File: src/sv/r2q_pkg.sv
// shared types and constants for the rotation matrix to quaternion pipeline
// used by every module of the block; no dependencies
package r2q_pkg;

  // number format and datapath sizes
  localparam int unsigned FracBits      = 14;
  localparam int unsigned DataW         = 16;
  localparam int unsigned DiffW         = DataW + 1;
  localparam int unsigned RemW          = 32;
  localparam int unsigned DivRemW       = 33;
  localparam int unsigned QuoW          = 15;
  localparam logic [DataW-1:0] One      = DataW'(1) << FracBits;

  // iteration counts and stage split
  localparam int unsigned SqrtIters     = 16;
  localparam int unsigned DivIters      = QuoW + 1;
  localparam int unsigned StepsPerStage = 4;
  localparam int unsigned SqrtStages    = SqrtIters / StepsPerStage;
  localparam int unsigned DivStages     = DivIters / StepsPerStage;
  localparam int unsigned NumStages     = 2 + SqrtStages + DivStages;
  localparam int unsigned Lanes         = 3;

  // which quaternion component comes straight from the root
  typedef enum logic [1:0] {
    LEAD_W = 2'd0,
    LEAD_X = 2'd1,
    LEAD_Y = 2'd2,
    LEAD_Z = 2'd3
  } lead_e;

  typedef struct packed {
    logic signed [DataW-1:0] m00;
    logic signed [DataW-1:0] m01;
    logic signed [DataW-1:0] m02;
    logic signed [DataW-1:0] m10;
    logic signed [DataW-1:0] m11;
    logic signed [DataW-1:0] m12;
    logic signed [DataW-1:0] m20;
    logic signed [DataW-1:0] m21;
    logic signed [DataW-1:0] m22;
  } req_t;

  typedef struct packed {
    logic signed [DataW-1:0] qw;
    logic signed [DataW-1:0] qx;
    logic signed [DataW-1:0] qy;
    logic signed [DataW-1:0] qz;
    logic                    degenerate;
  } rsp_t;

  // state carried down the pipeline; lanes hold the three non-lead
  // components in ascending order w, x, y, z
  typedef struct packed {
    logic                             deg;
    lead_e                            lead;
    logic [Lanes-1:0][DiffW-1:0]      diff;
    logic [RemW-1:0]                  sq_rem;
    logic [RemW-1:0]                  sq_root;
    logic [Lanes-1:0][DivRemW-1:0]    dv_rem;
    logic [Lanes-1:0][QuoW-1:0]       quo;
    logic [Lanes-1:0]                 ovf;
  } work_t;

endpackage

File: src/sv/r2q_prep.sv
// front stage: trace test, lead selection, root argument and numerators
// depends on r2q_pkg
module r2q_prep (
  input  logic              clk_i,
  input  logic              rst_ni,
  input  logic              en_i,
  input  logic              valid_i,
  input  r2q_pkg::req_t     req_i,
  output logic              valid_o,
  output r2q_pkg::work_t    data_o
);

  localparam int unsigned TrW = r2q_pkg::DataW + 2;
  localparam int unsigned SW  = r2q_pkg::DataW + 3;

  r2q_pkg::work_t data_d, data_q;
  logic           valid_q;

  // pick path and form the exact integer terms
  always_comb begin
    logic signed [TrW-1:0] tr;
    logic signed [SW-1:0]  s;
    logic signed [TrW-1:0] a, b, c, one_ext;
    logic [1:0]            idx;
    data_d  = '0;
    one_ext = TrW'(r2q_pkg::One);
    a       = TrW'(req_i.m00);
    b       = TrW'(req_i.m11);
    c       = TrW'(req_i.m22);
    tr      = a + b + c;
    idx     = 2'd0;
    s       = '0;
    if (tr > 0) begin
      data_d.lead    = r2q_pkg::LEAD_W;
      s              = SW'(tr) + SW'(one_ext);
      data_d.diff[0] = r2q_pkg::DiffW'(req_i.m21) - r2q_pkg::DiffW'(req_i.m12);
      data_d.diff[1] = r2q_pkg::DiffW'(req_i.m02) - r2q_pkg::DiffW'(req_i.m20);
      data_d.diff[2] = r2q_pkg::DiffW'(req_i.m10) - r2q_pkg::DiffW'(req_i.m01);
    end else begin
      // ties keep the lower index
      if (req_i.m11 > req_i.m00) idx = 2'd1;
      if ((idx == 2'd1) ? (req_i.m22 > req_i.m11) : (req_i.m22 > req_i.m00)) idx = 2'd2;
      unique case (idx)
        2'd1: begin
          data_d.lead    = r2q_pkg::LEAD_Y;
          s              = SW'(b) - SW'(c) - SW'(a) + SW'(one_ext);
          data_d.diff[0] = r2q_pkg::DiffW'(req_i.m02) - r2q_pkg::DiffW'(req_i.m20);
          data_d.diff[1] = r2q_pkg::DiffW'(req_i.m01) + r2q_pkg::DiffW'(req_i.m10);
          data_d.diff[2] = r2q_pkg::DiffW'(req_i.m21) + r2q_pkg::DiffW'(req_i.m12);
        end
        2'd2: begin
          data_d.lead    = r2q_pkg::LEAD_Z;
          s              = SW'(c) - SW'(a) - SW'(b) + SW'(one_ext);
          data_d.diff[0] = r2q_pkg::DiffW'(req_i.m10) - r2q_pkg::DiffW'(req_i.m01);
          data_d.diff[1] = r2q_pkg::DiffW'(req_i.m02) + r2q_pkg::DiffW'(req_i.m20);
          data_d.diff[2] = r2q_pkg::DiffW'(req_i.m12) + r2q_pkg::DiffW'(req_i.m21);
        end
        default: begin
          data_d.lead    = r2q_pkg::LEAD_X;
          s              = SW'(a) - SW'(b) - SW'(c) + SW'(one_ext);
          data_d.diff[0] = r2q_pkg::DiffW'(req_i.m21) - r2q_pkg::DiffW'(req_i.m12);
          data_d.diff[1] = r2q_pkg::DiffW'(req_i.m10) + r2q_pkg::DiffW'(req_i.m01);
          data_d.diff[2] = r2q_pkg::DiffW'(req_i.m20) + r2q_pkg::DiffW'(req_i.m02);
        end
      endcase
    end
    data_d.deg     = (s <= 0);
    data_d.sq_rem  = data_d.deg ? '0
                   : (r2q_pkg::RemW'(unsigned'(s)) << r2q_pkg::FracBits);
    data_d.sq_root = '0;
  end

  // stage register
  always_ff @(posedge clk_i or negedge rst_ni) begin
    if (!rst_ni) begin
      valid_q <= 1'b0;
    end else if (en_i) begin
      valid_q <= valid_i;
    end
  end

  always_ff @(posedge clk_i) begin
    if (en_i) begin
      data_q <= data_d;
    end
  end

  assign valid_o = valid_q;
  assign data_o  = data_q;

endmodule

File: src/sv/r2q_sqrt_stage.sv
// one stage of the integer square root, a fixed group of digit steps
// depends on r2q_pkg
module r2q_sqrt_stage #(
  parameter int unsigned Index = 0
) (
  input  logic              clk_i,
  input  logic              rst_ni,
  input  logic              en_i,
  input  logic              valid_i,
  input  r2q_pkg::work_t    data_i,
  output logic              valid_o,
  output r2q_pkg::work_t    data_o
);

  localparam int unsigned TopBit = 2 * (r2q_pkg::SqrtIters - 1);

  r2q_pkg::work_t data_d, data_q;
  logic           valid_q;

  // restoring root digits, bit walks down by two each step
  always_comb begin
    logic [r2q_pkg::RemW-1:0] trial;
    logic [r2q_pkg::RemW-1:0] bitv;
    data_d = data_i;
    for (int s = 0; s < r2q_pkg::StepsPerStage; s++) begin
      bitv  = r2q_pkg::RemW'(1) << (TopBit - 2 * (Index * r2q_pkg::StepsPerStage + s));
      trial = data_d.sq_root + bitv;
      if (data_d.sq_rem >= trial) begin
        data_d.sq_rem  = data_d.sq_rem - trial;
        data_d.sq_root = (data_d.sq_root >> 1) + bitv;
      end else begin
        data_d.sq_root = data_d.sq_root >> 1;
      end
    end
  end

  always_ff @(posedge clk_i or negedge rst_ni) begin
    if (!rst_ni) begin
      valid_q <= 1'b0;
    end else if (en_i) begin
      valid_q <= valid_i;
    end
  end

  always_ff @(posedge clk_i) begin
    if (en_i) begin
      data_q <= data_d;
    end
  end

  assign valid_o = valid_q;
  assign data_o  = data_q;

endmodule

File: src/sv/r2q_div_stage.sv
// one stage of the three-lane rounded divide by twice the root
// depends on r2q_pkg
module r2q_div_stage #(
  parameter int unsigned Index = 0
) (
  input  logic              clk_i,
  input  logic              rst_ni,
  input  logic              en_i,
  input  logic              valid_i,
  input  r2q_pkg::work_t    data_i,
  output logic              valid_o,
  output r2q_pkg::work_t    data_o
);

  localparam int unsigned DenW = r2q_pkg::DiffW + 1;

  r2q_pkg::work_t data_d, data_q;
  logic           valid_q;

  // first step loads the rounded numerator and checks for overflow,
  // later steps give one quotient bit each
  always_comb begin
    logic [r2q_pkg::DivRemW-1:0] den;
    logic [r2q_pkg::DivRemW-1:0] shifted;
    logic [r2q_pkg::DiffW-1:0]   mag;
    int                          t;
    data_d = data_i;
    den    = r2q_pkg::DivRemW'({data_i.sq_root[DenW-2:0], 1'b0});
    for (int s = 0; s < r2q_pkg::StepsPerStage; s++) begin
      t = Index * r2q_pkg::StepsPerStage + s;
      for (int l = 0; l < r2q_pkg::Lanes; l++) begin
        if (t == 0) begin
          mag = data_i.diff[l][r2q_pkg::DiffW-1] ? (~data_i.diff[l] + 1'b1) : data_i.diff[l];
          data_d.dv_rem[l] = (r2q_pkg::DivRemW'(mag) << r2q_pkg::FracBits)
                           + r2q_pkg::DivRemW'(data_i.sq_root[DenW-2:0]);
          data_d.ovf[l]    = data_d.dv_rem[l] >= (den << r2q_pkg::QuoW);
          data_d.quo[l]    = '0;
        end else begin
          shifted = den << (r2q_pkg::QuoW - t);
          if (data_d.dv_rem[l] >= shifted) begin
            data_d.dv_rem[l] = data_d.dv_rem[l] - shifted;
            data_d.quo[l][r2q_pkg::QuoW - t] = 1'b1;
          end
        end
      end
    end
  end

  always_ff @(posedge clk_i or negedge rst_ni) begin
    if (!rst_ni) begin
      valid_q <= 1'b0;
    end else if (en_i) begin
      valid_q <= valid_i;
    end
  end

  always_ff @(posedge clk_i) begin
    if (en_i) begin
      data_q <= data_d;
    end
  end

  assign valid_o = valid_q;
  assign data_o  = data_q;

endmodule

File: src/sv/r2q_out.sv
// output stage: lead rounding, saturation, signs and lane placement
// depends on r2q_pkg
module r2q_out (
  input  logic              clk_i,
  input  logic              rst_ni,
  input  logic              en_i,
  input  logic              valid_i,
  input  r2q_pkg::work_t    data_i,
  output logic              valid_o,
  output r2q_pkg::rsp_t     rsp_o
);

  localparam int unsigned W = r2q_pkg::DataW;

  r2q_pkg::rsp_t rsp_d, rsp_q;
  logic          valid_q;

  always_comb begin
    logic [W:0]                          lead_v;
    logic [W-1:0]                        lead_s;
    logic [r2q_pkg::Lanes-1:0][W-1:0]    lane_v;
    logic [3:0][W-1:0]                   comp;
    logic [W-1:0]                        mag;
    int                                  li;
    // lead component rounds half up
    lead_v = (data_i.sq_root[W:0] + 1'b1) >> 1;
    lead_s = (lead_v > (W+1)'(r2q_pkg::One)) ? r2q_pkg::One : lead_v[W-1:0];
    // clamp and sign each lane
    for (int l = 0; l < r2q_pkg::Lanes; l++) begin
      mag = (data_i.ovf[l] || (W'(data_i.quo[l]) > r2q_pkg::One))
          ? r2q_pkg::One : W'(data_i.quo[l]);
      lane_v[l] = data_i.diff[l][r2q_pkg::DiffW-1] ? (~mag + 1'b1) : mag;
    end
    // place lanes around the lead component
    for (int c = 0; c < 4; c++) begin
      li = (c > int'(data_i.lead)) ? c - 1 : c;
      if (c == int'(data_i.lead)) begin
        comp[c] = lead_s;
      end else begin
        comp[c] = lane_v[li[1:0]];
      end
    end
    if (data_i.deg) begin
      comp = '0;
    end
    rsp_d.qw         = comp[0];
    rsp_d.qx         = comp[1];
    rsp_d.qy         = comp[2];
    rsp_d.qz         = comp[3];
    rsp_d.degenerate = data_i.deg;
  end

  always_ff @(posedge clk_i or negedge rst_ni) begin
    if (!rst_ni) begin
      valid_q <= 1'b0;
    end else if (en_i) begin
      valid_q <= valid_i;
    end
  end

  always_ff @(posedge clk_i) begin
    if (en_i) begin
      rsp_q <= rsp_d;
    end
  end

  assign valid_o = valid_q;
  assign rsp_o   = rsp_q;

endmodule

File: src/sv/rotation_matrix_to_quaternion_core.sv
// top level: rotation matrix to unit quaternion, ten-stage pipeline
// depends on r2q_pkg, r2q_prep, r2q_sqrt_stage, r2q_div_stage, r2q_out
//
//   channel  direction  handshake                 payload
//   in       to block   in_valid_i / in_stall_o   in_req_i  (r2q_pkg::req_t)
//   out      from block out_valid_o / out_stall_i out_rsp_o (r2q_pkg::rsp_t)
//
// one request per cycle while the output is not stalled; the stages are the front stage, four root
// stages of four digits, four divide stages of four steps and the output stage
// each stage holds while the one after it is full and held, so bubbles close
// up and the input stalls only when every stage is occupied
// reset clears only the stage valid bits
module rotation_matrix_to_quaternion_core (
  input  logic            clk_i,
  input  logic            rst_ni,
  input  logic            in_valid_i,
  output logic            in_stall_o,
  input  r2q_pkg::req_t   in_req_i,
  output logic            out_valid_o,
  input  logic            out_stall_i,
  output r2q_pkg::rsp_t   out_rsp_o
);

  localparam int unsigned N = r2q_pkg::NumStages;

  logic [N-1:0]          valid;
  logic [N-1:0]          en;
  r2q_pkg::work_t        work [N-1];

  // a stage loads when empty or when its contents move on
  always_comb begin
    en[N-1] = !valid[N-1] || !out_stall_i;
    for (int k = N - 2; k >= 0; k--) begin
      en[k] = !valid[k] || en[k+1];
    end
  end

  assign in_stall_o = !en[0];

  r2q_prep u_prep (
    .clk_i   (clk_i),
    .rst_ni  (rst_ni),
    .en_i    (en[0]),
    .valid_i (in_valid_i),
    .req_i   (in_req_i),
    .valid_o (valid[0]),
    .data_o  (work[0])
  );

  for (genvar g = 0; g < r2q_pkg::SqrtStages; g++) begin : g_sqrt
    r2q_sqrt_stage #(.Index(g)) u_sqrt (
      .clk_i   (clk_i),
      .rst_ni  (rst_ni),
      .en_i    (en[1+g]),
      .valid_i (valid[g]),
      .data_i  (work[g]),
      .valid_o (valid[1+g]),
      .data_o  (work[1+g])
    );
  end

  for (genvar g = 0; g < r2q_pkg::DivStages; g++) begin : g_div
    r2q_div_stage #(.Index(g)) u_div (
      .clk_i   (clk_i),
      .rst_ni  (rst_ni),
      .en_i    (en[1+r2q_pkg::SqrtStages+g]),
      .valid_i (valid[r2q_pkg::SqrtStages+g]),
      .data_i  (work[r2q_pkg::SqrtStages+g]),
      .valid_o (valid[1+r2q_pkg::SqrtStages+g]),
      .data_o  (work[1+r2q_pkg::SqrtStages+g])
    );
  end

  r2q_out u_out (
    .clk_i   (clk_i),
    .rst_ni  (rst_ni),
    .en_i    (en[N-1]),
    .valid_i (valid[N-2]),
    .data_i  (work[N-2]),
    .valid_o (valid[N-1]),
    .rsp_o   (out_rsp_o)
  );

  assign out_valid_o = valid[N-1];

  // degenerate results carry zero components
  assert property (@(posedge clk_i) disable iff (!rst_ni)
    out_valid_o && out_rsp_o.degenerate |->
      out_rsp_o.qw == 0 && out_rsp_o.qx == 0 && out_rsp_o.qy == 0 && out_rsp_o.qz == 0)
    else $error("degenerate result with nonzero component");

  // an empty output stage never stalls the input
  assert property (@(posedge clk_i) disable iff (!rst_ni)
    !out_valid_o |-> !in_stall_o)
    else $error("input stalled with empty output stage");

  // qw and qx stay inside plus or minus one
  assert property (@(posedge clk_i) disable iff (!rst_ni)
    out_valid_o |->
      $signed(out_rsp_o.qw) <= $signed({1'b0, r2q_pkg::One}) &&
      $signed(out_rsp_o.qw) >= -$signed({1'b0, r2q_pkg::One}) &&
      $signed(out_rsp_o.qx) <= $signed({1'b0, r2q_pkg::One}) &&
      $signed(out_rsp_o.qx) >= -$signed({1'b0, r2q_pkg::One}))
    else $error("component outside saturation range");

endmodule
File: config.mk
export PLATFORM = sky130hd
export DESIGN_NAME = rotation_matrix_to_quaternion_core
export DESIGN_NICKNAME = d
export VERILOG_FILES = /design/src/sv/r2q_pkg.sv /design/src/sv/r2q_prep.sv /design/src/sv/r2q_sqrt_stage.sv /design/src/sv/r2q_div_stage.sv /design/src/sv/r2q_out.sv /design/src/sv/rotation_matrix_to_quaternion_core.sv
export SDC_FILE = /design/constraint.sdc
export NUM_CORES = 2
export LEC_CHECK = 0
export BUFFER_PORTS_ARGS = -buffer_cell sky130_fd_sc_hd__buf_2
export CAP_MARGIN = 20
export CORE_ASPECT_RATIO = 0.6
export CORE_UTILIZATION = 30
export CTS_CLUSTER_DIAMETER = 100
export DETAILED_ROUTE_END_ITERATION = 7
export GPL_ROUTABILITY_DRIVEN = 0
export HOLD_SLACK_MARGIN = 0.05
export PLACE_DENSITY = 0.44
export REMOVE_ABC_BUFFERS = 1
export SYNTH_ARGS = -nofsm -noshare
export SYNTH_HDL_FRONTEND = slang
export SYNTH_SLANG_ARGS = --single-unit
File: constraint.sdc
create_clock -name clk_i -period 32.8 [get_ports clk_i]
set_clock_uncertainty 0.1 [all_clocks]
set_input_delay 4.92 -clock clk_i [delete_from_list [all_inputs] [get_ports clk_i]]
set_output_delay 4.92 -clock clk_i [all_outputs]
set_load 0.02 [all_outputs]
### Word-level counts from Yosys, hierarchy flattened

Index checks and enable logic that the tools add are counted.

| storage, ports and cells | value |
|---|---|
| flip-flop bits (word level) | 1,287 |
| word-level logic and storage cells | 483 |
| input bits | 148 |
| memories kept | 0 |
| output and inout bits | 67 |
| memory bits (read-only) | 0 |
| bits in writable memories | 0 |
| bits in latches | 0 |

| cells by class | value |
|---|---|
| shifts and indexed selects | 0 |
| multiplexer cells | 114 |
| eq/ne operators | 6 |
| div/mod/pow operators | 0 |
| bitwise operators | 6 |
| reduce and logical (&&, ||, !) cells | 26 |
| order comparisons | 79 |
| add/subtract/negate cells | 115 |
| multiply operators | 0 |

Operator list:

| operator | number |
|---|---|
| 33-bit 2-to-1 mux | 42 |
| 32-bit 2-to-1 mux | 26 |
| 32-bit >= comparator | 18 |
| 32-bit subtractor | 14 |
| 16-bit 2-to-1 mux | 11 |
| 31-bit 2-to-1 mux | 4 |
| 53-bit case mux with 2 select lines | 1 |
| 16-bit by 16-bit subtractor with 17-bit output | 6 |
| 32-bit by 33-bit >= comparator with 1-bit output | 3 |
| 33-bit by 18-bit >= comparator with 1-bit output | 3 |
| 33-bit by 19-bit >= comparator with 1-bit output | 3 |
| 33-bit by 20-bit >= comparator with 1-bit output | 3 |
| 33-bit by 21-bit >= comparator with 1-bit output | 3 |
| 33-bit by 22-bit >= comparator with 1-bit output | 3 |
| 33-bit by 23-bit >= comparator with 1-bit output | 3 |
| 33-bit by 24-bit >= comparator with 1-bit output | 3 |
| 33-bit by 25-bit >= comparator with 1-bit output | 3 |
| 33-bit by 26-bit >= comparator with 1-bit output | 3 |
| 33-bit by 27-bit >= comparator with 1-bit output | 3 |
| 33-bit by 28-bit >= comparator with 1-bit output | 3 |
| 33-bit by 29-bit >= comparator with 1-bit output | 3 |
| 33-bit by 30-bit >= comparator with 1-bit output | 3 |
| 33-bit by 31-bit >= comparator with 1-bit output | 3 |
| 32-bit by 32-bit subtractor with 33-bit output | 3 |
| 77 further kinds | 176 |

### Depth between registers and ports, before layout

| logic depth | value |
|---|---|
| depth after elaboration | 12 |
| gate-level depth with buffers | 67 |
| depth with buffers taken out | 60 |

### By module

From an unflattened synthesis, not the netlist that was laid out.

| second synthesis, totals | value |
|---|---|
| cells, all modules | 20,158 |
| area, all modules | 189,610.6 sq um |

By module, submodules not included:

| module | area an instance (sq um) | seq. area each (sq um) | times used | cells an instance |
|---|---|---|---|---|
| r2q_div_stage at g_div[3].u_div | 25,833.5 | 7,982.7 | 1 | 2,995 |
| r2q_div_stage at g_div[2].u_div | 24,144.4 | 7,982.7 | 1 | 2,674 |
| r2q_div_stage at g_div[1].u_div | 22,549.1 | 7,982.7 | 1 | 2,375 |
| r2q_sqrt_stage at g_sqrt[3].u_sqrt | 21,234.1 | 7,982.7 | 1 | 2,237 |
| r2q_div_stage at g_div[0].u_div | 19,736.4 | 5,730.5 | 1 | 2,097 |
| r2q_sqrt_stage at g_sqrt[2].u_sqrt | 19,573.8 | 7,982.7 | 1 | 1,978 |
| r2q_sqrt_stage at g_sqrt[1].u_sqrt | 17,798.3 | 7,982.7 | 1 | 1,677 |
| r2q_sqrt_stage at g_sqrt[0].u_sqrt | 16,863.7 | 7,982.7 | 1 | 1,526 |
| r2q_prep | 16,545.9 | 2,187.1 | 1 | 1,980 |
| r2q_out | 5,232.5 | 1,976.9 | 1 | 602 |
| rotation_matrix_to_quaternion_core | 98.8 | 0.0 | 1 | 17 |

### Least setup slack after synthesis

OpenSTA, ideal clock, no wires.

| timing path | value |
|---|---|
| path kind | input port to output port |
| start | input port out_stall_i |
| end | output port in_stall_o |
| required time | 27,780 ps |
| path buffers | 0 |
| slack | 17,063 ps |
| cell stages on the path | 6 |
| arrival | 10,717 ps |
| cell sequence | and3_1 and3_1 nand3_1 nor2_1 nand4_1 inv_1 |

| on the way | value |
|---|---|
| cells in the longest elaborated chain, start to end | 12 |

Ends and longest elaborated chain:

| item | line | source |
|---|---|---|
| start, declared | rotation_matrix_to_quaternion_core.sv:20 | `input logic out_stall_i,` |
| 1-bit zero test | rotation_matrix_to_quaternion_core.sv:32 | `en[N-1] = !valid[N-1] \|\| !out_stall_i;` |
| 1-bit logical OR | rotation_matrix_to_quaternion_core.sv:32 |  |
| 1-bit logical OR (5 in series) | rotation_matrix_to_quaternion_core.sv:34 | `en[k] = !valid[k] \|\| en[k+1];` |
| net g_sqrt[3].u_sqrt.en_i | r2q_sqrt_stage.sv:8 | `input logic en_i,` |
| 1-bit logical OR (4 in series) | rotation_matrix_to_quaternion_core.sv:34 |  |
| 1-bit zero test | rotation_matrix_to_quaternion_core.sv:38 | `assign in_stall_o = !en[0];` |
| end, declared | rotation_matrix_to_quaternion_core.sv:17 | `output logic in_stall_o,` |

The timed path passes the listed nets, and every way through them passes these cells.

==> impl_metrics.toml <==
[global_routing]
grt_pass1_vias = 86042
grt_max_degree = 111
overflow = 0
antenna_found_initial = 41
globalRouteTotalUtil_pct = 20.2
grt_pass1_wl_um = 539000

[timing]
maxSlewViolCount = 0
layout_setup_ws_ns = 16.18
rsz0062_at_grt = "false"
max_slew.worst_pin.slew_ns = 1.21
fin_tns_setup_ns = 0
fmax_mhz = 60.2
slew_headroom_pct = 19.1
fin_crit_ns = 16.62
timing.final.crit_share_pct = 50.7
final-setup-viol-count = 0
hold_viol = 0

[status]
status = "finished clean"

[layout]
regArea_mm2 = 0.0265
fin_nets = 13781
final_layout_size_suffix_gt1_share_pct = 7.14
area_growth_pct = 10.1
multiInputGateArea_mm2 = 0.0715
n_fill_cell = 35062

[critical_path]
critPathLaunch = "g_div[2].u_div.data_o[115]"
worstSetupPathType = "reg -> reg"
crit_required_ns = 33.17
worst-path-max-fanout = 30
crit_arrival_ns = 16.99
startpoint_type = "flop"
end_kind = "flop"
cpPeakStageDelay_ns = 0.85
cp_common_cell = "o21ai_0"
cp_slowest_cell = "edfxtp_1"
r2r-start = "g_div[2].u_div.data_o[115]"

[synthesis]
yosysUniqueCellTypes = 124
syn_area_mm2 = 0.102
syn_inst = 12166
avgSynthCellArea_um2 = 8.36
synthFlopType = "edfxtp_1"
synth-edff-count = 875
yosys-top-cells-area = "edfxtp_1, ha_1, xnor2_1, a21oi_1, nor2_1"
synthArstFlopShare_pct = 1.13
synth_top_area_share_pct = 25.8
yosys_warnings = 0
synth-seq-cells = 885
seq_area_frac_synth_pct = 26.1
synth.most_common_cell = "nor2_1"
synth_largest_area_cell = "edfxtp_1"
synth_common_cells = "nor2_1, ha_1, a21oi_1"

[route]
drt_iter0_drc = 8796
wire_per_inst_um = 21.1
drc_errors = 0
vias_per_cell = 5.48
vias = 92936
wl_um = 358000
drtPass1Iterations = 6
final_antenna_net_count = 0

[floorplan]
start_util_pct = 30.2
design.die.area_mm2 = 0.341
die_y_um = 453
core_mm2 = 0.337
io_pins = 215
dieWidth_um = 754
row_count = 165

[clock_network]
root_buffer = "clkbuf_16"
htreeDepth = 3
cts.clk_slew.worst_paths_ns = 0.07
numClockSinks = 885
cts_buffers = 92
cts_setup_buffers = 0
insertion_delay_ns = 0.75
cts_hold_buffers = 0
cts_tree = "done"
max-clock-path-buffers = 3
ctsResizeCount = 0

[min_path]
hp-class = "reg -> reg"
hold_start = "g_sqrt[2].u_sqrt.data_o[258]"

[place]
portBuffers = 214
dp_hpwl_um = 293000
pre_cts_slack_ns = 16.35

[job]
max_cap_viol_count = 0
metal layers:
| layer | up-vias | track usage (%) | wire length [um] |
|---|---|---|---|
| met1 | 44573 | 34.1 | 197000 |
| met3 | 246 | 4.20 | 31400 |
| met2 | 2962 | 25.6 | 126000 |
| met4 | 14 | 2.34 | 3770 |
| met5 | - | 0 | 101 |
| li1 | 45141 | - | - |
state kept, by name, summed over array words and instances (netlist names):
register,flops
g_sqrt.u_sqrt.data_o,314
u_out.valid_o,1
g_sqrt.u_sqrt.valid_o,4
u_prep.valid_o,1
g_div.u_div.valid_o,4
u_prep.data_o,72
g_div.u_div.data_o,424
u_out.rsp_o,65
placed cells by master, fill, tap and decap left out, drive strengths merged, types with 105 or more instances in the layout:
cell / count
a211oi: 148
a21boi: 126
a21o: 307
a21oi: 1096
buf: 394
edfxtp: 875
fa: 119
ha: 1155
inv: 712
mux2: 147
mux2i: 105
nand2: 1074
nand2b: 200
nand3: 263
nand4: 186
nor2: 1201
nor2b: 171
nor3: 256
nor4: 119
o21a: 160
o21ai: 860
o21bai: 135
o31ai: 158
or3: 131
xnor2: 640
xor2: 345
per-stage QoR:
step,utilization (%),hold WS [ns],std cells,instance area (um^2)
6_report,33.2,0.292,16956,112000
5_1_grt,33.2,0.305,16948,112000
4_1_cts,33.2,0.289,16943,112000
3_5_place_dp,32.3,0.305,16771,109000
3_3_place_gp,32.2,0.300,16768,109000
2_1_floorplan,-,0.300,11871,101000
layout make-up:
cell class	instances	share of cell area [%]
Clock inverter	69	0.680
Clock buffer	103	2.11
Inverter	714	2.40
Sequential cell	885	23.7
Antenna cell	10	0.0224
Timing Repair Buffer	394	2.21
Tap cell	4509	5.04
Multi-Input combinational cell	10272	63.8
kinds of logic after synthesis:
family	Yosys count	share of synthesized area (%)
simple gates	4147	19.9
fa+ha+maj	1274	16.6
buf+inv	1011	3.78
compound gates	3611	22.5
xor+xnor	985	8.49
other cells	1	0.00369
mux	252	2.66
flops	885	26.1
final timing paths:
path | to | slack (ns) | cells past startpoint
setup / recovery | g_div[3].u_div.data_o[18] | 16.18 | 58
hold reg to reg | g_sqrt[3].u_sqrt.data_o[258] | 0.29 | 0
setup reg to reg | g_div[3].u_div.data_o[18] | 16.18 | 58
max in group asynchronous | g_div[2].u_div.valid_o | 28.40 | 1
hold / removal | g_sqrt[3].u_sqrt.data_o[258] | 0.29 | 0
min in group asynchronous | u_prep.valid_o | 3.99 | 1
worst max-delay path, delay by kind of cell (launching register included):
kind | cells | cell delay (ns)
fa+ha+maj | 4 | 1.42
flops | 1 | 0.85
mux | 1 | 0.40
buf+inv | 4 | 1.57
compound gates | 30 | 7.06
simple gates | 19 | 4.88
Power is left out: the tool's default activity adds up to more than one toggle a clock period on the data nets, which glitch-free logic cannot reach.
